**src/sv/gsd_pkg.sv**
```systemverilog
package gsd_pkg;

  // Configuration port geometry
  localparam int CFG_INDEX_W = 8;
  localparam int CFG_DATA_W  = 32;

  typedef enum logic [CFG_INDEX_W-1:0] {
    CFG_BASELINE_WINDOW = 8'd0,
    CFG_AGC_WINDOW      = 8'd1,
    CFG_NOISE_MARGIN    = 8'd2,
    CFG_TIME_JUMP_LIMIT = 8'd3
  } cfg_index_t;

  // Register reset values
  localparam logic [15:0] BASELINE_WINDOW_RST = 16'd100;
  localparam logic [15:0] AGC_WINDOW_RST      = 16'd100;
  localparam logic [15:0] NOISE_MARGIN_RST    = 16'd20;
  localparam logic [31:0] TIME_JUMP_LIMIT_RST = 32'd1000;

  // Microseconds per millisecond
  localparam logic [9:0] US_PER_MS = 10'd1000;

  // Accumulator and sample counter widths
  localparam int SUM_W = 33;
  localparam int CNT_W = 17;

  // Threshold in microseconds: (limit + 1) * 1000
  localparam int THRESH_W = 43;

  // Controller to datapath commands
  typedef struct packed {
    logic capture;
    logic update;
    logic div_start;
    logic div_gain;
    logic load_base;
    logic load_gain;
    logic check;
    logic load_out;
  } dp_cmd_t;

  // Datapath to controller status
  typedef struct packed {
    logic base_close;
    logic gain_close;
    logic div_done;
  } dp_status_t;

endpackage

```
**src/sv/gsd_divider.sv**
```systemverilog
module gsd_divider
  import gsd_pkg::*;
(
  input  logic             clk,
  input  logic             rst,
  input  logic             start,
  input  logic [SUM_W-1:0] dividend,
  input  logic [CNT_W-1:0] divisor,
  output logic             done,
  output logic [15:0]      quotient
);

  localparam int STEP_W = $clog2(SUM_W);
  localparam logic [STEP_W-1:0] STEP_LAST = STEP_W'(SUM_W - 1);

  logic              active;
  logic [STEP_W-1:0] step;
  logic [SUM_W-1:0]  quo;
  logic [CNT_W-1:0]  rem;
  logic [CNT_W:0]    rem_shift;
  logic [CNT_W:0]    rem_sub;
  logic              fits;

  // One restoring step: shift in next dividend bit, subtract if it fits
  always_comb begin
    rem_shift = {rem, quo[SUM_W-1]};
    rem_sub   = rem_shift - {1'b0, divisor};
    fits      = rem_shift >= {1'b0, divisor};
  end

  // Track busy and flag completion for one cycle
  always_ff @(posedge clk) begin
    if (rst) begin
      active <= 1'b0;
      done   <= 1'b0;
    end else begin
      done <= 1'b0;
      if (start) begin
        active <= 1'b1;
      end else if (active && step == STEP_LAST) begin
        active <= 1'b0;
        done   <= 1'b1;
      end
    end
  end

  // Advance quotient and remainder, one bit per cycle
  always_ff @(posedge clk) begin
    if (start) begin
      quo  <= dividend;
      rem  <= '0;
      step <= '0;
    end else if (active) begin
      quo  <= {quo[SUM_W-2:0], fits};
      rem  <= fits ? rem_sub[CNT_W-1:0] : rem_shift[CNT_W-1:0];
      step <= step + 1'b1;
    end
  end

  assign quotient = quo[15:0];

endmodule

```
**src/sv/gsd_datapath.sv**
```systemverilog
module gsd_datapath
  import gsd_pkg::*;
(
  input  logic                   clk,
  input  logic                   rst,
  input  dp_cmd_t                cmd,
  output dp_status_t             status,
  input  logic [15:0]            noise_level,
  input  logic [15:0]            gain_level,
  input  logic [63:0]            utc_time_us,
  input  logic                   cfg_we,
  input  logic [CFG_INDEX_W-1:0] cfg_index,
  input  logic [CFG_DATA_W-1:0]  cfg_data,
  output logic                   spoof_flag,
  output logic                   baseline_valid,
  output logic [15:0]            noise_floor,
  output logic [15:0]            gain_average,
  output logic                   time_jump_seen
);

  // Configuration
  logic [15:0]         baseline_window;
  logic [15:0]         agc_window;
  logic [15:0]         noise_margin;
  logic [31:0]         time_jump_limit;
  logic [THRESH_W-1:0] thresh;

  // Captured report
  logic [15:0] noise_r;
  logic [15:0] gain_r;
  logic [63:0] now_r;

  // Detector state
  logic [CNT_W-1:0] window_count;
  logic [SUM_W-1:0] noise_sum;
  logic [CNT_W-1:0] noise_samples;
  logic             measuring;
  logic             base_done;
  logic [15:0]      base_value;
  logic [SUM_W-1:0] gain_sum;
  logic [CNT_W-1:0] gain_samples;
  logic [15:0]      gain_mean;
  logic [63:0]      ref_time;
  logic             spoof_latched;

  // Per-report working values
  logic        base_close;
  logic        gain_close;
  logic [64:0] time_sub;
  logic [63:0] time_diff;
  logic        ref_zero;
  logic        jump;

  // Update-phase next values
  logic             meas;
  logic [SUM_W-1:0] noise_sum_next;
  logic [CNT_W-1:0] noise_samples_next;
  logic [CNT_W-1:0] window_count_next;
  logic             base_wrap;
  logic [SUM_W-1:0] gain_sum_next;
  logic [CNT_W-1:0] gain_samples_next;
  logic             gain_wrap;

  // Check-phase terms
  logic [16:0] noise_limit;
  logic        gain_hit;
  logic        jump_hit;

  // Divider
  logic             div_done;
  logic [15:0]      quotient;
  logic [SUM_W-1:0] div_dividend;
  logic [CNT_W-1:0] div_divisor;

  always_comb begin
    meas               = measuring && !base_done;
    noise_sum_next     = meas ? noise_sum + SUM_W'(noise_r) : noise_sum;
    noise_samples_next = meas ? noise_samples + 1'b1 : noise_samples;
    window_count_next  = window_count + 1'b1;
    base_wrap          = window_count_next > {1'b0, baseline_window};
    gain_sum_next      = gain_sum + SUM_W'(gain_r);
    gain_samples_next  = gain_samples + 1'b1;
    gain_wrap          = gain_samples_next > {1'b0, agc_window};
  end

  always_comb begin
    noise_limit = {1'b0, noise_margin} + {1'b0, base_value};
    gain_hit    = gain_close && base_done && ({1'b0, noise_r} > noise_limit) &&
                  (gain_r <= gain_mean);
    jump_hit    = !ref_zero && (time_diff >= 64'(thresh));
  end

  assign div_dividend = cmd.div_gain ? gain_sum : noise_sum;
  assign div_divisor  = cmd.div_gain ? gain_samples : noise_samples;

  gsd_divider u_divider (
    .clk      (clk),
    .rst      (rst),
    .start    (cmd.div_start),
    .dividend (div_dividend),
    .divisor  (div_divisor),
    .done     (div_done),
    .quotient (quotient)
  );

  // Write configuration registers
  always_ff @(posedge clk) begin
    if (rst) begin
      baseline_window <= BASELINE_WINDOW_RST;
      agc_window      <= AGC_WINDOW_RST;
      noise_margin    <= NOISE_MARGIN_RST;
      time_jump_limit <= TIME_JUMP_LIMIT_RST;
    end else if (cfg_we) begin
      case (cfg_index_t'(cfg_index))
        CFG_BASELINE_WINDOW: baseline_window <= cfg_data[15:0];
        CFG_AGC_WINDOW:      agc_window      <= cfg_data[15:0];
        CFG_NOISE_MARGIN:    noise_margin    <= cfg_data[15:0];
        CFG_TIME_JUMP_LIMIT: time_jump_limit <= cfg_data[31:0];
        default: ;
      endcase
    end
  end

  // Jump threshold in microseconds; a step of (limit+1) ms or more fires
  always_ff @(posedge clk) begin
    thresh <= THRESH_W'({1'b0, time_jump_limit} + 33'd1) * THRESH_W'(US_PER_MS);
  end

  // Capture report; form absolute time difference
  always_ff @(posedge clk) begin
    if (cmd.capture) begin
      noise_r <= noise_level;
      gain_r  <= gain_level;
      now_r   <= utc_time_us;
    end
    if (cmd.update) begin
      time_sub <= {1'b0, now_r} - {1'b0, ref_time};
      ref_zero <= ref_time == 64'd0;
    end
    time_diff <= time_sub[64] ? (~time_sub[63:0] + 64'd1) : time_sub[63:0];
  end

  // Detector state
  always_ff @(posedge clk) begin
    if (rst) begin
      window_count  <= '0;
      noise_sum     <= '0;
      noise_samples <= '0;
      measuring     <= 1'b0;
      base_done     <= 1'b0;
      base_value    <= '0;
      gain_sum      <= '0;
      gain_samples  <= '0;
      gain_mean     <= '0;
      ref_time      <= '0;
      spoof_latched <= 1'b0;
      base_close    <= 1'b0;
      gain_close    <= 1'b0;
      jump          <= 1'b0;
    end else begin
      // Advance counters and accumulators
      if (cmd.update) begin
        noise_sum     <= noise_sum_next;
        noise_samples <= noise_samples_next;
        window_count  <= base_wrap ? '0 : window_count_next;
        base_close    <= base_wrap && meas;
        measuring     <= measuring || base_wrap;
        gain_sum      <= gain_sum_next;
        gain_samples  <= gain_samples_next;
        gain_close    <= gain_wrap;
      end
      // Fix the baseline once
      if (cmd.load_base) begin
        base_done  <= 1'b1;
        base_value <= (noise_samples == '0) ? 16'd0 : quotient;
      end
      // Close the gain window
      if (cmd.load_gain) begin
        gain_mean    <= quotient;
        gain_sum     <= '0;
        gain_samples <= '0;
      end
      // Run spoofing checks; hold the reference on a jump
      if (cmd.check) begin
        spoof_latched <= spoof_latched || gain_hit || jump_hit;
        jump          <= jump_hit;
        if (!jump_hit) begin
          ref_time <= now_r;
        end
      end
    end
  end

  // Load result register
  always_ff @(posedge clk) begin
    if (cmd.load_out) begin
      spoof_flag     <= spoof_latched;
      baseline_valid <= base_done;
      noise_floor    <= base_value;
      gain_average   <= gain_mean;
      time_jump_seen <= jump;
    end
  end

  assign status.base_close = base_close;
  assign status.gain_close = gain_close;
  assign status.div_done   = div_done;

endmodule

```
**config.mk**
```make
export PLATFORM = sky130hd
export DESIGN_NAME = gsd_datapath
export DESIGN_NICKNAME = d
export VERILOG_FILES = /design/src/sv/gsd_pkg.sv /design/src/sv/gsd_divider.sv /design/src/sv/gsd_datapath.sv
export SDC_FILE = /design/constraint.sdc
export NUM_CORES = 2
export LEC_CHECK = 0
export BUFFER_PORTS_ARGS = -buffer_cell sky130_fd_sc_hd__buf_4
export CAP_MARGIN = 20
export CELL_PAD_IN_SITES_DETAIL_PLACEMENT = 1
export CELL_PAD_IN_SITES_GLOBAL_PLACEMENT = 2
export CORE_ASPECT_RATIO = 1.1
export CORE_UTILIZATION = 43
export DETAILED_ROUTE_END_ITERATION = 6
export PLACE_DENSITY_LB_ADDON = 0.1
export REMOVE_ABC_BUFFERS = 1
export SETUP_SLACK_MARGIN = 0.02
export SYNTH_ARGS = -nofsm -noshare
export SYNTH_HDL_FRONTEND = slang
export SYNTH_SLANG_ARGS = --single-unit
```
**constraint.sdc**
```tcl
create_clock -name clk -period 10.2 [get_ports clk]
set_input_delay 0.51 -clock clk [delete_from_list [all_inputs] [get_ports clk]]
set_output_delay 0.51 -clock clk [all_outputs]
set_load 0.005 [all_outputs]
```
; Word-level counts from Yosys, hierarchy flattened
; Index checks and enable logic that the tools add are counted.
[word_totals]
inputBits = 147
rom_bits = 0
ff_bits = 658
ram_bits = 0
elab_cells = 95
out_inout_bits = 38
latch_bits = 0
mem_count = 0
[op_classes]
eq_ne = 4
reduce_logical = 25
mux = 11
div_mod_pow = 0
shifts = 0
multipliers = 1
add_sub_neg = 11
n_bitwise = 2
n_lt_le_gt_ge = 6
[ops]
columns = cell, count
row1 = two-way mux 33 bit, 3
row2 = adder 33 x 16 -> 33 bit, 2
row3 = subtractor 64 x 64 -> 65 bit, 1
row4 = "adder 64 x 1 -> 64 bit, second input constant", 1
row5 = >= comparator 64 x 43 -> 1 bit, 1
row6 = logical NOT 64 bit, 1
row7 = two-way mux 64 bit, 1
row8 = inverter 64 bit, 1
row9 = "adder 17 x 1 -> 17 bit, second input constant", 3
row10 = two-way mux 17 bit, 3
row11 = "multiplier 33 x 7 -> 40 bit, second input constant", 1
row12 = > comparator 17 x 16 -> 1 bit, 2
row13 = "adder 32 x 1 -> 33 bit, second input constant", 1
row14 = >= comparator 18 x 17 -> 1 bit, 1
row15 = adder 16 x 16 -> 17 bit, 1
row16 = > comparator 16 x 17 -> 1 bit, 1
row17 = logical NOT 17 bit, 1
row18 = subtractor 17 bit, 1
row19 = "== test 8 x 2 -> 1 bit, second input constant", 2
row20 = less-or-equal comparator 16 bit, 1
row21 = two-way mux 16 bit, 1
row22 = AND reduction 2 bit, 6
row23 = "== test 8 x 1 -> 1 bit, second input constant", 1
row24 = logical NOT 8 bit, 1
row25 = 9 further kinds, 22

; Longest topological paths before layout
[logic_depth]
ltp_word = 6
depth_mapped = 25
ltp_nobuf = 25

; By module
; From an unflattened synthesis, not the netlist that was laid out.
[hier_totals]
hier_cells = 4250
area_unflattened_um2 = 40547.6
[by_module_without_submodules]
columns = module, area_each_um2, instances, seq_area_each_um2, cells_each
row1 = gsd_datapath, 36795.3, 1, 13983.4, 3882
row2 = gsd_divider, 3752.3, 1, 1491.4, 368

; Least setup slack after synthesis
; OpenSTA, ideal clock, no wires.
[synth_timing]
path_kind = register -> register
startpoint = register time_jump_limit[1]
endpoint = register thresh[42]
t_required_ns = 10.074
synth_period_minus_slack_ns = 6.059
arrival_time_ns = 5.932
setup_time_ns = 0.126
slack_ns = 4.141
stages_incl_launch_ff = 25
path_cell_list = dfxtp_1 -> ha_1 -> inv_1 -> nor3_1 -> nand2_1 -> nor2_1 -> nand2_1 -> xor2_1 -> xnor2_1 -> xnor2_1 -> fa_1 -> fa_1 -> fa_1 -> inv_1 -> ha_1 -> clkbuf_1 -> nand4_1 -> nor4_1 -> a22oi_1 -> a21oi_1 -> a41oi_1 -> a21oi_1 -> o21ai_0 -> a21oi_1 -> a31oi_1
[synth_via]
elab_chain_len = 2
[synth_rtl]
columns = element, line
row1 = "start, declared", gsd_datapath.sv:25  ; logic [31:0] time_jump_limit;
row2 = "start signal, assigned", gsd_datapath.sv:118  ; CFG_TIME_JUMP_LIMIT: time_jump_limit <= cfg_data[31:0];
row3 = adder 32 x 1 -> 33 bit, gsd_datapath.sv:126  ; thresh <= THRESH_W'({1'b0, time_jump_limit} + 33'd1) * THRESH_W'(US_PER_MS);
row4 = multiplier 33 x 7 -> 40 bit, gsd_datapath.sv:126
row5 = "end signal, assigned", gsd_datapath.sv:126
row6 = "end, declared", gsd_datapath.sv:26  ; logic [THRESH_W-1:0] thresh;
; No other way between the ends.
; A chain may end at the register's enable or synchronous reset.

; Worst setup path after layout
[layout_timing]
startpoint = register time_jump_limit[0]
endpoint = register thresh[42]
; The elaborated chain is that of the path after synthesis.

==> flow_metrics.tcl <==
set metrics [dict create \
    p_leak_nw 18.2 \
    worstReg2RegStart "time_jump_limit[0]" \
    worstSetupEndpointType "flop" \
    fin_ws_ps 2990 \
    drtPass1Iterations 5 \
    grt_antenna_before_repair 0 \
    placedCellCount 5334 \
    initial_core_util_pct 43.5 \
    fmax_ghz 0.139 \
    synthMuxAreaShare_pct 4.84 \
    synth-xor-area-share_pct 8.03 \
    postCtsSetupBuffers 0 \
    rows 115 \
    critPathKind "reg -> reg" \
    synth_warnings 0 \
    grtUsageTotal_pct 23.1 \
    htree_levels 3 \
    r2r_cells 22 \
    core_area_um2 89500 \
    yosys.area_share.simple_pct 14.6 \
    final-instance-count-excl-fill 5508 \
    layout-drive-gt1-share_pct 8.67 \
    slowest_delay_ps 750 \
    synth_fa_ha_area_share_pct 15.7 \
    grt_max_degree 70 \
    maxCapViolations 0 \
    slew_headroom_pct 30.9 \
    cts_sinks 658 \
    yosys.area.top_type "dfxtp_1" \
    nNetsFinal 4838 \
    drt-initial-drc-count 1220 \
    wl_um 105000 \
    crit_slowest_cell "xor2_1" \
    die-area_um2 91700 \
    syn_inst 4093 \
    port_buffers 184 \
    crit_start "time_jump_limit[0]" \
    root_buffer "clkbuf_16" \
    worstPathCellList "ha_1 > inv_1 > nor3_1 > nand2_1 > xor2_1 > xor2_1 > inv_1 > fa_1 > fa_1 > fa_1 > inv_1 > ha_1 > a211oi_1 > o21ai_0 > a221o_1 > a22oi_1 > a21oi_1 > a41oi_1 > a21oi_1 > o21ai_0 > a21oi_1 > a31oi_1" \
    worst_pin_slew_ps 1030 \
    drcViolationCount 0 \
    peakVddDrop_uv 135 \
    holdCritPathClass "in -> reg" \
    power_density_nw_per_um2 160 \
    critical_path.startpoint_type "flop" \
    synth_top_family_by_area "adder cells" \
    synthArstFlopShare_pct 0 \
    finalSetupViolations 0 \
    critical_path_required_ps 10770 \
    fin_crit_ps 7210 \
    grt_pass1_wl_um 169000 \
    yosysUniqueCellTypes 79 \
    cts_made_buffers 77 \
    synth_area_leaders "dfxtp_1 22%, edfxtp_1 18%, ha_1 10%, fa_1 5.3%, mux2i_1 4.8%" \
    critPathArrivalTime_ps 7780 \
    place.gp.congestion 0.849 \
    outcome "completed" \
    synth_compound_gate_area_share_pct 12.4 \
    grt_pass1_vias 30900 \
    die_w_um 289 \
    place_ws_ps 2910 \
    antenna_left 0 \
    crit_fanout 9 \
    hold_viol 0 \
    vias 29400 \
    wl_per_cell_um 19.0 \
    setup_tns_ps 0 \
    cts_tree "yes" \
    slew_violations 0 \
    syn_to_final_growth_pct 14.1 \
    die_h_um 318 \
    synth_top_area_share_pct 22.0 \
    ff2ff_setup_slack_ps 2990 \
    hpwl_um 79700 \
    synthesis.area_um2 38900 \
    insertion_delay_ps 640 \
    rsz0062_at_grt "no" \
    syn_avg_cell_area_um2 9.51 \
    ys.flop_type "dfxtp_1" \
    synth_edf_count 230 \
    layout.cells.most_common "dfxtp_1" \
    mostFrequentLayoutCells "428 x dfxtp_1, 404 x nor2_1, 341 x inv_1, 317 x nand2_1, 313 x ha_1" \
    io_pins 185 \
    fin_worst_skew_ps 26.3 \
    grt-ovfl-total 0 \
    cts_buffer_depth 3 \
    ys_seq_area_share_pct 39.8 \
    cp-endpoint "thresh[42]" \
    worst_r2r_endpoint "thresh[42]" \
    fin_crit_sh_pct 70.7 \
    clk_pin_slew_worst_paths_ps 60 \
    vias_per_cell 5.34 \
    ys_seq_elements 658 \
]
==> worst min path at each step <==
stage | startpoint | endpoint | slack [ps] | cells past startpoint
3_5_place_dp | time_sub[0] | time_diff[0] | 400 | 0
2_1_floorplan | time_sub[0] | time_diff[0] | 370 | 0
4_1_cts | noise_level[14] | noise_r[14] | 0.9 | 1
6_report | gain_level[13] | gain_r[13] | 50 | 1
3_3_place_gp | time_sub[0] | time_diff[0] | 400 | 0
5_1_grt | noise_level[5] | noise_r[5] | 20 | 1
==> critical path, delay by kind of cell, from the launching register on <==
kind | cells | cell delay [ps]
xor+xnor | 2 | 1130
simple gates | 2 | 830
compound gates | 10 | 2180
buf+inv | 3 | 250
flops | 1 | 510
fa+ha+maj | 5 | 2230
==> registers in the layout (all words and copies together), names as in the netlist, 6 cells and up <==
register,flops
time_sub,65
now_r,64
ref_time,64
time_diff,64
thresh,40
gain_sum,33
noise_sum,33
u_divider.quo,33
time_jump_limit,32
gain_samples,17
noise_samples,17
u_divider.rem,17
window_count,17
agc_window,16
base_value,16
baseline_window,16
gain_average,16
gain_mean,16
gain_r,16
noise_floor,16
noise_margin,16
noise_r,16
u_divider.step,6
==> metrics by stage <==
| stage | hold WS, ps | power [mW] | utilization [%] | instance area [um2] |
|---|---|---|---|---|
| floorplan | 372 | 3.85 | - | 38400 |
| global placement | 396 | 4.23 | 46.3 | 41400 |
| detailed placement | 401 | 4.25 | 46.3 | 41400 |
| CTS | 0.908 | 7.21 | 49.6 | 44400 |
| global route | 20.1 | 7.47 | 49.6 | 44400 |
| finish | 50.6 | 7.12 | 49.6 | 44400 |
==> cell usage after synthesis (41+ instances only) <==
| cell type | instances |
|---|---|
| a21o_1 | 76 |
| a21oi_1 | 277 |
| and3_1 | 50 |
| clkbuf_1 | 113 |
| dfxtp_1 | 428 |
| edfxtp_1 | 230 |
| fa_1 | 104 |
| ha_1 | 313 |
| inv_1 | 342 |
| mux2i_1 | 186 |
| nand2_1 | 317 |
| nand3_1 | 86 |
| nand4_1 | 58 |
| nor2_1 | 404 |
| nor3_1 | 64 |
| o21a_1 | 41 |
| o21ai_0 | 148 |
| xnor2_1 | 210 |
| xor2_1 | 147 |
==> power breakdown <==
part | leakage [nW] | internal, mW | switching, mW
clock network | 1.29 | 1.77 | 1.14
logic | 11.1 | 0.488 | 0.610
registers | 5.78 | 2.96 | 0.153
total | 18.2 | 5.22 | 1.90
==> final cells by class <==
class	count	area [um2]
Multi-Input combinational cell	2956	21600
Timing Repair Buffer	237	1890
Fill cell	10100	45100
Antenna cell	2	5.00
Clock buffer	100	2120
Clock inverter	41	542
Tap cell	1170	1460
Sequential cell	658	15500
Inverter	344	1290
==> logic make-up after synthesis <==
| family | after synthesis |
|---|---|
| flops | 658 |
| simple gates | 1210 |
| mux | 188 |
| compound gates | 774 |
| buf+inv | 479 |
| fa+ha+maj | 427 |
| xor+xnor | 357 |
==> repair_timing <==
item / 4_1_cts / 5_1_grt
hold endpoints to repair: 29 / 0
setup endpoints to repair: 0 / 0
resized for setup: 0 / 0
hold buffers: 29 / 0
==> per-layer routing <==
| layer | GRT usage, % | wire length, um |
|---|---|---|
| met5 | 0 | 0 |
| met4 | 6.18 | 2160 |
| met1 | 32.1 | 50700 |
| met3 | 2.80 | 3420 |
| met2 | 37.7 | 48300 |
Power figures use the tool's default switching activity.
