## src/sv/gsd_pkg.sv

```systemverilog
package gsd_pkg;

  // Configuration port geometry
  localparam int CFG_INDEX_W = 8;
  localparam int CFG_DATA_W  = 32;

  typedef enum logic [CFG_INDEX_W-1:0] {
    CFG_BASELINE_WINDOW = 8'd0,
    CFG_AGC_WINDOW      = 8'd1,
    CFG_NOISE_MARGIN    = 8'd2,
    CFG_TIME_JUMP_LIMIT = 8'd3
  } cfg_index_t;

  // Register reset values
  localparam logic [15:0] BASELINE_WINDOW_RST = 16'd100;
  localparam logic [15:0] AGC_WINDOW_RST      = 16'd100;
  localparam logic [15:0] NOISE_MARGIN_RST    = 16'd20;
  localparam logic [31:0] TIME_JUMP_LIMIT_RST = 32'd1000;

  // Microseconds per millisecond
  localparam logic [9:0] US_PER_MS = 10'd1000;

  // Accumulator and sample counter widths
  localparam int SUM_W = 33;
  localparam int CNT_W = 17;

  // Threshold in microseconds: (limit + 1) * 1000
  localparam int THRESH_W = 43;

  // Controller to datapath commands
  typedef struct packed {
    logic capture;
    logic update;
    logic div_start;
    logic div_gain;
    logic load_base;
    logic load_gain;
    logic check;
    logic load_out;
  } dp_cmd_t;

  // Datapath to controller status
  typedef struct packed {
    logic base_close;
    logic gain_close;
    logic div_done;
  } dp_status_t;

endpackage

```

## src/sv/gsd_ctrl.sv

```systemverilog
module gsd_ctrl
  import gsd_pkg::*;
(
  input  logic       clk,
  input  logic       rst,
  input  logic       in_valid,
  output logic       in_ready,
  output logic       out_valid,
  input  logic       out_ready,
  output dp_cmd_t    cmd,
  input  dp_status_t status
);

  typedef enum logic [2:0] {
    S_IDLE,
    S_UPDATE,
    S_BASE_START,
    S_BASE_WAIT,
    S_GAIN_START,
    S_GAIN_WAIT,
    S_CHECK,
    S_EMIT
  } state_t;

  state_t state;
  state_t state_next;
  logic   out_free;

  assign out_free = !out_valid || out_ready;
  assign in_ready = state == S_IDLE;

  // Sequence one report through the datapath
  always_comb begin
    cmd        = '0;
    state_next = state;
    case (state)
      S_IDLE: begin
        cmd.capture = in_valid;
        if (in_valid) state_next = S_UPDATE;
      end
      S_UPDATE: begin
        cmd.update = 1'b1;
        state_next = S_BASE_START;
      end
      S_BASE_START: begin
        if (status.base_close) begin
          cmd.div_start = 1'b1;
          state_next    = S_BASE_WAIT;
        end else begin
          state_next = S_GAIN_START;
        end
      end
      S_BASE_WAIT: begin
        if (status.div_done) begin
          cmd.load_base = 1'b1;
          state_next    = S_GAIN_START;
        end
      end
      S_GAIN_START: begin
        cmd.div_gain = 1'b1;
        if (status.gain_close) begin
          cmd.div_start = 1'b1;
          state_next    = S_GAIN_WAIT;
        end else begin
          state_next = S_CHECK;
        end
      end
      S_GAIN_WAIT: begin
        cmd.div_gain = 1'b1;
        if (status.div_done) begin
          cmd.load_gain = 1'b1;
          state_next    = S_CHECK;
        end
      end
      S_CHECK: begin
        cmd.check  = 1'b1;
        state_next = S_EMIT;
      end
      S_EMIT: begin
        if (out_free) begin
          cmd.load_out = 1'b1;
          state_next   = S_IDLE;
        end
      end
      default: state_next = S_IDLE;
    endcase
  end

  // Hold state and result valid
  always_ff @(posedge clk) begin
    if (rst) begin
      state     <= S_IDLE;
      out_valid <= 1'b0;
    end else begin
      state <= state_next;
      if (cmd.load_out) begin
        out_valid <= 1'b1;
      end else if (out_ready) begin
        out_valid <= 1'b0;
      end
    end
  end

endmodule

```

## config.mk

```make
export PLATFORM = sky130hd
export DESIGN_NAME = gsd_ctrl
export DESIGN_NICKNAME = d
export VERILOG_FILES = /design/src/sv/gsd_pkg.sv /design/src/sv/gsd_ctrl.sv
export SDC_FILE = /design/constraint.sdc
export NUM_CORES = 1
export LEC_CHECK = 0
export BUFFER_PORTS_ARGS = -buffer_cell sky130_fd_sc_hd__buf_2
export CAP_MARGIN = 0
export CORE_AREA = 4 4 41 43
export DETAILED_ROUTE_END_ITERATION = 8
export DIE_AREA = 0 0 45 47
export PLACE_DENSITY_LB_ADDON = 0.3
export SYNTH_ARGS = -nofsm -noshare
export SYNTH_HDL_FRONTEND = slang
export SYNTH_SLANG_ARGS = --single-unit
```

## constraint.sdc

```tcl
create_clock -name clk -period 1.1 [get_ports clk]
set_input_delay 0.165 -clock clk [delete_from_list [all_inputs] [get_ports clk]]
set_output_delay 0.165 -clock clk [all_outputs]
set_load 0.005 [all_outputs]
```

Word level (Yosys, flattened, before mapping)
Index checks and enable logic that the tools add are counted.

operators by class
  reductions and logical operators = 6
  eq/ne operators = 11
  muxes and demuxes = 21

operators with widths
  operator              number
  $pmux W3 S8           1
  $mux W3               5
  $mux W1               13
  $eq A3 B3 Y1 const B  4
  $ne A2 B2 Y1 const B  4
  $eq A3 B2 Y1 const B  2
  $reduce_and A4 Y1     1
  $eq A3 B1 Y1 const B  1
  $logic_not A3 Y1      1
  $mux W2               1
  $pmux W1 S2           1
  $reduce_bool A2 Y1    1
  $reduce_or A2 Y1      1
  $logic_not A1 Y1      1
  $logic_or A1 B1 Y1    1

storage, ports and cells
  input bits = 7
  word-level logic and storage cells = 40
  register bits = 4

Depth between registers and ports, before layout
Gate-level depths: netlist (run 1).

  depth in word-level cells = 5
  mapped depth = 4

Worst setup path before layout (run 1)
Ideal clock, no wire load.

  kind = reg2reg
  start point = register state[0]
  end point = register state[0]
  library setup time = 137 ps
  path slack = -90 ps
  cell stages (with the launch flop) = 5
  arrival time = 1053 ps
  data required time = 963 ps
  path through = dfxtp_1 buf_4 and4bb_1 a2111oi_1 a221oi_1

between the ends
  cells in the longest elaborated chain, start to end = 3

RTL lines
  what                                        line            source
  start: declaration                          gsd_ctrl.sv:25  state_t state;
  start signal: assignment                    gsd_ctrl.sv:95  state <= state_next;
  $eq A3 B3 Y1, or another cell as far along  gsd_ctrl.sv:36  case (state)
  $ne A2 B2 Y1 (no source line)               n/a
  $reduce_and A4 Y1 (no source line)          n/a

Several ways; a longest one is shown, not always the timed one.
A chain may end at the register's enable or synchronous reset.

Worst setup path after layout (run 1)
Same ends and word-level chain as after synthesis.

==> flow_metrics.env, run 1 <==
export IMPL_track_usage=0.1271
export IMPL_area_of_the_core_mm2=0.001301
export IMPL_cts_clk_slew_worst_paths_ps=40
export IMPL_hold_viol=0
export IMPL_final_wirelength_um=1225
export IMPL_port_buffers=16
export IMPL_post_drt_via_cell_ratio=4.967
export IMPL_max_freq_mhz=772.7
export IMPL_worst_r2r_path_depth=4
export IMPL_tritoncts_num_sinks=4
export IMPL_tightest_slew_ps=271.4
export IMPL_grt_start_max_net_pins=9
export IMPL_ctsRootBufferMaster="clkbuf_4"
export IMPL_yosys_warnings=0
export IMPL_timing_hold_worst_class="primary input to flip-flop"
export IMPL_critPathArrivalTime_ps=1390
export IMPL_grt_remaining_overflow=0
export IMPL_area_share_of_the_largest_cell_type_after_synthesis=0.2238
export IMPL_regToRegStartpoint="state[0]"
export IMPL_syn_inst_count=42
export IMPL_worstSetupPathType="flip-flop to flip-flop"
export IMPL_r2r_end="state[0]"
export IMPL_r2r_slack_ps=-190
export IMPL_num_rows=13
export IMPL_cap_viol_max_count=0
export IMPL_post_place_cells=78
export IMPL_wl_per_cell_um=13.46
export IMPL_num_vias=452
export IMPL_irDropWorstVdd_mv=1.396
export IMPL_die_width_um=45
export IMPL_area_growth_pct=109.4
export IMPL_netlist_top_cells_area="dfxtp_1, buf_6, nand2b_1"
export IMPL_powerDensity_mw_per_mm2=2422
export IMPL_ant_nets=0
export IMPL_sequential_to_total_area_share_from_yosys_stat=0.2238
export IMPL_status="finished with violations"
export IMPL_maxSlewHeadroom=0.8191
export IMPL_worstSkewPairLatency_ps=230
export IMPL_cts_hold_buffers_added=0
export IMPL_place_hpwl_um=735.8
export IMPL_final_core_utilization=0.5760
export IMPL_final_period_utilization=1.177
export IMPL_failing_checks="setup timing"
export IMPL_tritoncts_num_buffers=3
export IMPL_crit_path_start="state[0]"
export IMPL_cts_tree="built"
export IMPL_synth_cell_types=28
export IMPL_drc=0
export IMPL_finalNetCount=85
export IMPL_cp_slowest_cell="dfxtp_4"
export IMPL_commonest_cells_after_routing_fill_and_taps_aside="buf_2, buf_6, buf_4"
export IMPL_path_max_fanout=8
export IMPL_fin_cells=91
export IMPL_clk_buf_depth=2
export IMPL_global_route_wire_length_before_repair_um=1952
export IMPL_antenna_found_initial=0
export IMPL_fp_dieH_um=47
export IMPL_initial_utilization=0.2750
export IMPL_final_layout_size_suffix_gt1_frac=0.7632
export IMPL_critPathCapture="state[0]"
export IMPL_synth_avg_cell_area_um2=8.520
export IMPL_syn_num_nets=49
export IMPL_worst_hold_slack_ps=167.8
export IMPL_leakagePower_nw=0.3423
export IMPL_antenna_diode_count=0
export IMPL_synth_largest_area_cell="dfxtp_1"
export IMPL_cp_data_required_time_ps=1200
export IMPL_crit_path_start_kind="flip-flop"
export IMPL_crit_path_capture_type="flip-flop"
export IMPL_synth_ff_latch_count=4
export IMPL_place_congestion=0.8267
export IMPL_crit_path_cell_trace="and4bb_1, buf_4, a2111oi_4, a221oi_1"
export IMPL_final_setup_viol_count=12
export IMPL_unrepaired_setup_endpoints_after_global_routing="true"
export IMPL_htreeDepth=1
export IMPL_first_drt_iteration_drcs=5
export IMPL_syn_area_um2=357.8
export IMPL_period_needed_ps=1294
export IMPL_finalWorstSetupSlack_ps=-194.2
export IMPL_maxSlewViolCount=0
export IMPL_die_area_mm2=0.002115
export IMPL_grt_pass1_vias=455
export IMPL_dr_pass1_iters=3
export IMPL_clock_skew_ps=4.605
export IMPL_num_io_pins=17
export IMPL_critical_path_max_stage_delay_ps=410
export IMPL_final_common_cell="buf_2"
-- logic make-up (layout without fill, tap and decap cells) --
| kind of cell | count (synthesis) | after routing | synth area share |
|---|---|---|---|
| and+or+nand+nor | 22 | 22 | 0.4301 |
| DFF | 4 | 4 | 0.2238 |
| AOI/OAI and AO/OA | 11 | 11 | 0.2413 |
| buffers and inverters | 5 | 39 | 0.1049 |
-- metal layers --
| metal | global-route usage | up-vias | share of wire |
|---|---|---|---|
| li1 | - | 223 | - |
| met1 | 0.1587 | 213 | 0.44 |
| met2 | 0.2034 | 14 | 0.48 |
| met3 | 0.03831 | 2 | 0.059 |
| met4 | 0.05263 | 0 | 0.0098 |
| met5 | 0 | - | 0 |
-- sequential cells by signal, indices dropped and copies added, names as in the netlist --
| signal | count |
|---|---|
| out_valid | 1 |
| state | 3 |
-- cell usage after synthesis --
master / n
nor2b_1: 3
a21oi_1: 2
and2b_1: 1
or3_1: 1
and2_1: 2
o221ai_2: 1
nor3b_1: 2
dfxtp_1: 4
o21ai_1: 1
a22oi_1: 1
and2b_2: 1
and4bb_1: 1
o21ai_0: 1
a311oi_1: 1
nand2b_1: 3
and3b_1: 1
a2111oi_1: 1
and3_2: 1
a221oi_1: 2
nor3_2: 1
buf_6: 2
buf_4: 1
nand3_1: 2
a21o_1: 1
inv_1: 2
nor2_1: 1
nand2_1: 1
and3b_2: 1
-- final cells by class --
cell class                 count  area [um2]
tap                           15       18.77
fill                         114       551.8
timing repair buffer          34       267.8
inverter                       2       7.507
clock buffer                   3       22.52
multi-input combinational     33       341.6
sequential                     4       91.34
-- per-stage QoR --
stage                     setup slack (ps)  total power, mW  setup TNS [ps]  area, um2
after floorplan                     -20.69           0.7016          -20.69      366.6
after global placement              -130.0           0.9422          -928.4      491.7
after detailed placement            -178.0           0.9363          -922.9      491.7
after CTS                           -185.7            1.520           -1761      660.6
after global routing                -252.2            1.927           -2336      749.5
final                               -194.2            1.815           -1742      749.5
-- power breakdown --
part | total (mW) | switching (mW) | internal [mW]
clock | 0.180 | 0.0584 | 0.122
sequential | 0.319 | 0.104 | 0.215
combinational | 1.32 | 0.499 | 0.817
-- worst min-delay path by stage --
| stage | from | to | slack [ps] | cells after the start |
|---|---|---|---|---|
| after floorplan | rst | out_valid | 230 | 1 |
| after global placement | rst | out_valid | 400 | 2 |
| after detailed placement | rst | out_valid | 390 | 2 |
| after CTS | rst | state[2] | 150 | 2 |
| after global routing | rst | state[2] | 170 | 2 |
| final | rst | state[2] | 170 | 2 |
-- worst max-delay path, delay by kind of cell, from the launching register on --
kind	cells	cell delay [ps]
buffers and inverters	1	140
AOI/OAI and AO/OA	2	400
and+or+nand+nor	1	210
DFF	1	410
-- repair_timing --
item                       4_1_cts  5_1_grt
pin swaps                        6        6
setup endpoints to repair       12       12
resized for setup               26       13
hold endpoints to repair         0        0
buffers inserted                 7        3
Note: power is estimated with default switching activity, not from simulation.
==> inputs of run 2 (changes only) <==
ABC_AREA = 1   (was unset)
GPL_ROUTABILITY_DRIVEN = 0   (was unset)
==> flow_metrics.env, run 2 <==
export IMPL_commonest_cells_after_routing_fill_and_taps_aside="buf_2, nor2_1, nand2_1, buf_4, inv_1"
export IMPL_max_freq_mhz=811.7
export IMPL_path_max_fanout=6
export IMPL_tritoncts_num_buffers=3
export IMPL_syn_area_um2=336.6
export IMPL_placedInstanceArea_um2=461.7
export IMPL_cp_data_required_time_ps=940
export IMPL_die_area_mm2=0.002115
export IMPL_finalNetCount=98
export IMPL_area_of_the_core_mm2=0.001301
export IMPL_clock_skew_ps=7.777
export IMPL_drc=0
export IMPL_area_growth_pct=82.90
export IMPL_place_hpwl_um=769
export IMPL_ys_flop_type="dfxtp_1"
export IMPL_final_period_utilization=1.120
export IMPL_crit_path_cell_trace="nand3_1, a21oi_1, buf_2"
export IMPL_cts_clk_slew_worst_paths_ps=40
export IMPL_unrepaired_setup_endpoints_after_global_routing="true"
export IMPL_number_of_enable_type_register_cells_in_the_synthesized_netlist=0
export IMPL_timing_hold_worst_class="primary input to flip-flop"
export IMPL_ys_async_sr_fraction=0
export IMPL_htreeDepth=1
export IMPL_crit_path_capture_type="primary output"
export IMPL_fin_tns_setup_ps=-761.6
export IMPL_ant_nets=0
export IMPL_grt_remaining_overflow=0
export IMPL_yosys_warnings=0
export IMPL_post_drt_via_cell_ratio=4.327
export IMPL_ctsRootBufferMaster="clkbuf_4"
export IMPL_period_needed_ps=1232
export IMPL_num_rows=13
export IMPL_worstSkewPairLatency_ps=230
export IMPL_hold_viol=0
export IMPL_wl_per_cell_um=10.23
export IMPL_largest_register_ffs=3
export IMPL_failing_checks="setup timing"
export IMPL_track_usage=0.1138
export IMPL_post_place_ws_ps=-35.11
export IMPL_num_vias=450
export IMPL_maxSlewHeadroom=0.8898
export IMPL_tritoncts_num_sinks=4
export IMPL_finalWorstSetupSlack_ps=-132.0
export IMPL_registers_top_by_ff_count="state"
export IMPL_maxSlewViolCount=0
export IMPL_netlist_top_cells_area="dfxtp_1, nand2_1, nor2_1"
export IMPL_critPathArrivalTime_ps=1070
export IMPL_sequential_to_total_area_share_from_yosys_stat=0.2379
export IMPL_irDropWorstVdd_mv=1.230
export IMPL_final_setup_viol_count=12
export IMPL_area_share_of_the_largest_cell_type_after_synthesis=0.2379
export IMPL_synth_avg_cell_area_um2=5.705
export IMPL_synth_cell_types=16
export IMPL_path_delay_family="flip-flops"
export IMPL_clk_buf_depth=2
export IMPL_post_synth_most_frequent_cells="nand2_1, nor2_1, inv_1"
export IMPL_grt_pass1_vias=443
export IMPL_post_route_cell_area_um2=615.6
export IMPL_first_drt_iteration_drcs=4
export IMPL_antenna_found_initial=0
export IMPL_worstSetupPathType="flip-flop to primary output"
export IMPL_synth_largest_area_cell="dfxtp_1"
export IMPL_cts_tree="built"
export IMPL_crit_buf_inv=1
export IMPL_port_buffers=16
export IMPL_cp_slowest_cell="dfxtp_4"
export IMPL_final_wirelength_um=1064
export IMPL_grt_start_max_net_pins=7
export IMPL_syn_num_nets=66
export IMPL_die_width_um=45
export IMPL_critical_path_max_stage_delay_ps=410
export IMPL_crit_path_start_kind="flip-flop"
export IMPL_final_common_cell="buf_2"
export IMPL_largest_registers="state (3), out_valid (1)"
export IMPL_num_io_pins=17
export IMPL_cap_viol_max_count=0
export IMPL_final_layout_size_suffix_gt1_frac=0.6180
export IMPL_tightest_slew_ps=164.6
export IMPL_fp_dieH_um=47
export IMPL_initial_utilization=0.2587
export IMPL_antenna_diode_count=0
export IMPL_powerDensity_mw_per_mm2=2816
export IMPL_global_route_wire_length_before_repair_um=1731
export IMPL_syn_inst_count=59
export IMPL_dr_pass1_iters=4
export IMPL_leakagePower_nw=0.3410
export IMPL_status="finished with violations"
export IMPL_synth_ff_latch_count=4
run 2: area by class of cell:
cell class / count / area (um2)
Clock buffer: 3 / 22.52
Tap cell: 15 / 18.77
Fill cell: 145 / 685.7
Sequential cell: 4 / 91.34
Inverter: 11 / 46.29
Multi-Input combinational cell: 43 / 259.0
Timing Repair Buffer: 28 / 177.7
run 2: timing repair:
action / CTS / global route
gates cloned: 0 / 0
pin swaps: 7 / 2
buffers inserted: 8 / 0
endpoints found under the setup margin: 12 / 12
hold buffers: 0 / 0
gates resized for setup: 18 / 7
endpoints found under the hold margin: 0 / 0
run 2: through the flow:
stage	total power, mW	utilization	instances	hold WS [ps]
floorplan	0.7851	-	59	234.1
global placement	1.063	0.3548	94	390.6
detailed placement	1.061	0.3548	94	386.1
CTS	1.640	0.4529	104	143.1
global route	1.888	0.4731	104	156.1
finish	1.734	0.4731	104	152.1
run 2: metal layers:
layer,vias up,part of all wire,global-route usage
met4,0,0,0.05263
met3,0,0.032,0.03448
li1,243,-,-
met2,7,0.56,0.2090
met1,200,0.41,0.1185
met5,-,0,0
run 2: report_power, final:
group	internal, mW	leakage [nW]	switching, mW	total [mW]
Combinational	0.614	0.292	0.583	1.20
Sequential	0.226	0.0348	0.129	0.356
Clock	0.122	0.0138	0.0588	0.181
run 2: cells by family after synthesis:
| logic type | after synthesis | synth area share |
|---|---|---|
| AO/OA/AOI/OAI | 4 | 0.07808 |
| flip-flops | 4 | 0.2379 |
| AND/OR/NAND/NOR | 39 | 0.5279 |
| buffers and inverters | 12 | 0.1561 |
run 2: final timing paths:
| check | start | end | slack, ps | cells after the start |
|---|---|---|---|---|
| max | state[0] | cmd[0] | -130 | 3 |
| min | rst | out_valid | 150 | 2 |
| max reg2reg | state[1] | state[1] | -70 | 9 |
| min reg2reg | out_valid | out_valid | 510 | 2 |
==> inputs of run 3 (changes only) <==
CAP_MARGIN = unset   (was 0)
CORE_AREA = 2 2 39 41   (was 4 4 41 43)
DIE_AREA = 0 0 41 43   (was 0 0 45 47)
GPL_ROUTABILITY_DRIVEN = unset   (was 0)
==> flow_metrics.env, run 3 (synthesis results as in run 2) <==
export IMPL_status="finished with violations"
export IMPL_failing_checks="setup timing"
export IMPL_initial_utilization=0.2432
export IMPL_cts_tree="built"
export IMPL_hold_viol=0
export IMPL_registers_top_by_ff_count="state"
export IMPL_worstSetupPathType="flip-flop to primary output"
export IMPL_report_power_total_mw=1.519
export IMPL_finalWorstSetupSlack_ps=-130.8
export IMPL_worst_hold_slack_ps=148.1
export IMPL_track_usage=0.1186
export IMPL_period_needed_ps=1231
export IMPL_fin_cells=101
export IMPL_post_route_cell_area_um2=589.3
export IMPL_dr_pass1_iters=4
export IMPL_maxSlewViolCount=0
export IMPL_fp_dieH_um=43
export IMPL_num_io_pins=17
export IMPL_powerDensity_mw_per_mm2=2578
export IMPL_unrepaired_setup_endpoints_after_global_routing="true"
export IMPL_num_vias=442
export IMPL_cap_viol_max_count=0
export IMPL_grt_remaining_overflow=0
export IMPL_post_drt_via_cell_ratio=4.376
export IMPL_area_of_the_core_mm2=0.001384
export IMPL_post_place_ws_ps=-25.07
export IMPL_clk_buf_depth=2
export IMPL_crit_path_capture_type="primary output"
export IMPL_final_period_utilization=1.119
export IMPL_largest_registers="state (3), out_valid (1)"
export IMPL_irDropWorstVdd_mv=0.7458
export IMPL_cts_hold_buffers_added=0
export IMPL_placedInstanceArea_um2=455.4
export IMPL_wl_per_cell_um=9.248
export IMPL_worstSkewPairLatency_ps=230
export IMPL_commonest_cells_after_routing_fill_and_taps_aside="buf_2, nor2_1, nand2_1"
export IMPL_largest_register_ffs=3
export IMPL_antenna_diode_count=0
export IMPL_crit_path_start_kind="flip-flop"
export IMPL_leakagePower_nw=0.3224
export IMPL_final_setup_viol_count=12
export IMPL_max_freq_mhz=812.5
export IMPL_ant_nets=0
export IMPL_place_hpwl_um=695.9
export IMPL_die_area_mm2=0.001763
export IMPL_multi_input_comb_area_um2=257.7
export IMPL_final_common_cell="buf_2"
export IMPL_clock_skew_ps=2.774
export IMPL_grt_pass1_vias=391
export IMPL_post_place_cells=94
export IMPL_tritoncts_num_buffers=3
export IMPL_timing_hold_worst_class="primary input to flip-flop"
export IMPL_finalNetCount=94
export IMPL_port_buffers=16
export IMPL_final_layout_size_suffix_gt1_frac=0.6118
export IMPL_global_route_wire_length_before_repair_um=1435
export IMPL_maxSlewHeadroom=0.8872
export IMPL_ctsRootBufferMaster="clkbuf_4"
export IMPL_antenna_found_initial=0
export IMPL_grt_start_max_net_pins=7
export IMPL_final_fill_count=149
export IMPL_first_drt_iteration_drcs=4
export IMPL_die_width_um=41
export IMPL_final_wirelength_um=934
export IMPL_htreeDepth=1
export IMPL_drc=0
export IMPL_path_max_fanout=5
export IMPL_place_congestion=0.7741
export IMPL_tritoncts_num_sinks=4
export IMPL_area_growth_pct=75.09
export IMPL_tightest_slew_ps=168.4
export IMPL_num_rows=14
export IMPL_cts_clk_slew_worst_paths_ps=40
export IMPL_regArea_um2=91.34
export IMPL_critPathArrivalTime_ps=1070
export IMPL_final_core_utilization=0.4259
export IMPL_cp_data_required_time_ps=940
export IMPL_fin_tns_setup_ps=-785.0
[run 3: cell types whose count changed in the layout (fill, tap and decap cells not counted), moves of 2 or more]
cell | before | now
buf_4 | 10 | 5
nand2_1 | 10 | 8
nand2_2 | 5 | 7
nor2_1 | 10 | 12
nor2_4 | 4 | 2
[run 3: cell type report]
type	instances	area share
multi-input combinational	43	0.4374
timing repair buffer	24	0.2569
sequential	4	0.1550
inverter	11	0.07856
clock buffer	3	0.03822
tap	16	0.03397
[run 3: layer usage]
| layer | track usage | up-vias | part of all wire |
|---|---|---|---|
| met5 | 0 | - | 0 |
| met4 | 0.06000 | 0 | 0.018 |
| met3 | 0.01571 | 2 | 0.030 |
| met2 | 0.2125 | 8 | 0.55 |
| met1 | 0.1226 | 199 | 0.40 |
| li1 | - | 233 | - |
[run 3: report_power, final]
| part | total (mW) | leakage (nW) | internal [mW] | switching (mW) |
|---|---|---|---|---|
| Clock | 0.180 | 0.0138 | 0.122 | 0.0582 |
| Combinational | 0.974 | 0.274 | 0.475 | 0.499 |
| Sequential | 0.365 | 0.0348 | 0.227 | 0.138 |
[run 3: worst paths after layout]
check                                  to  depth (start not counted)       from  slack, ps
worst max-delay path               cmd[5]                          5   state[1]       -130
worst min-delay path            out_valid                          2        rst        150
worst max register to register   state[1]                          9   state[1]        -30
worst min register to register  out_valid                          2  out_valid        520
[run 3: timing repair]
action | in CTS | in global routing
setup endpoints to repair | 12 | 12
setup buffers | 4 | 0
pin swaps | 4 | 5
resized for setup | 15 | 10
[run 3: critical path, stage by stage, from the launching register on]
cell	delay [ps]
dfxtp_4	390
inv_4	60
nor2_4	100
nand3_2	90
nand2_2	80
buf_2	110
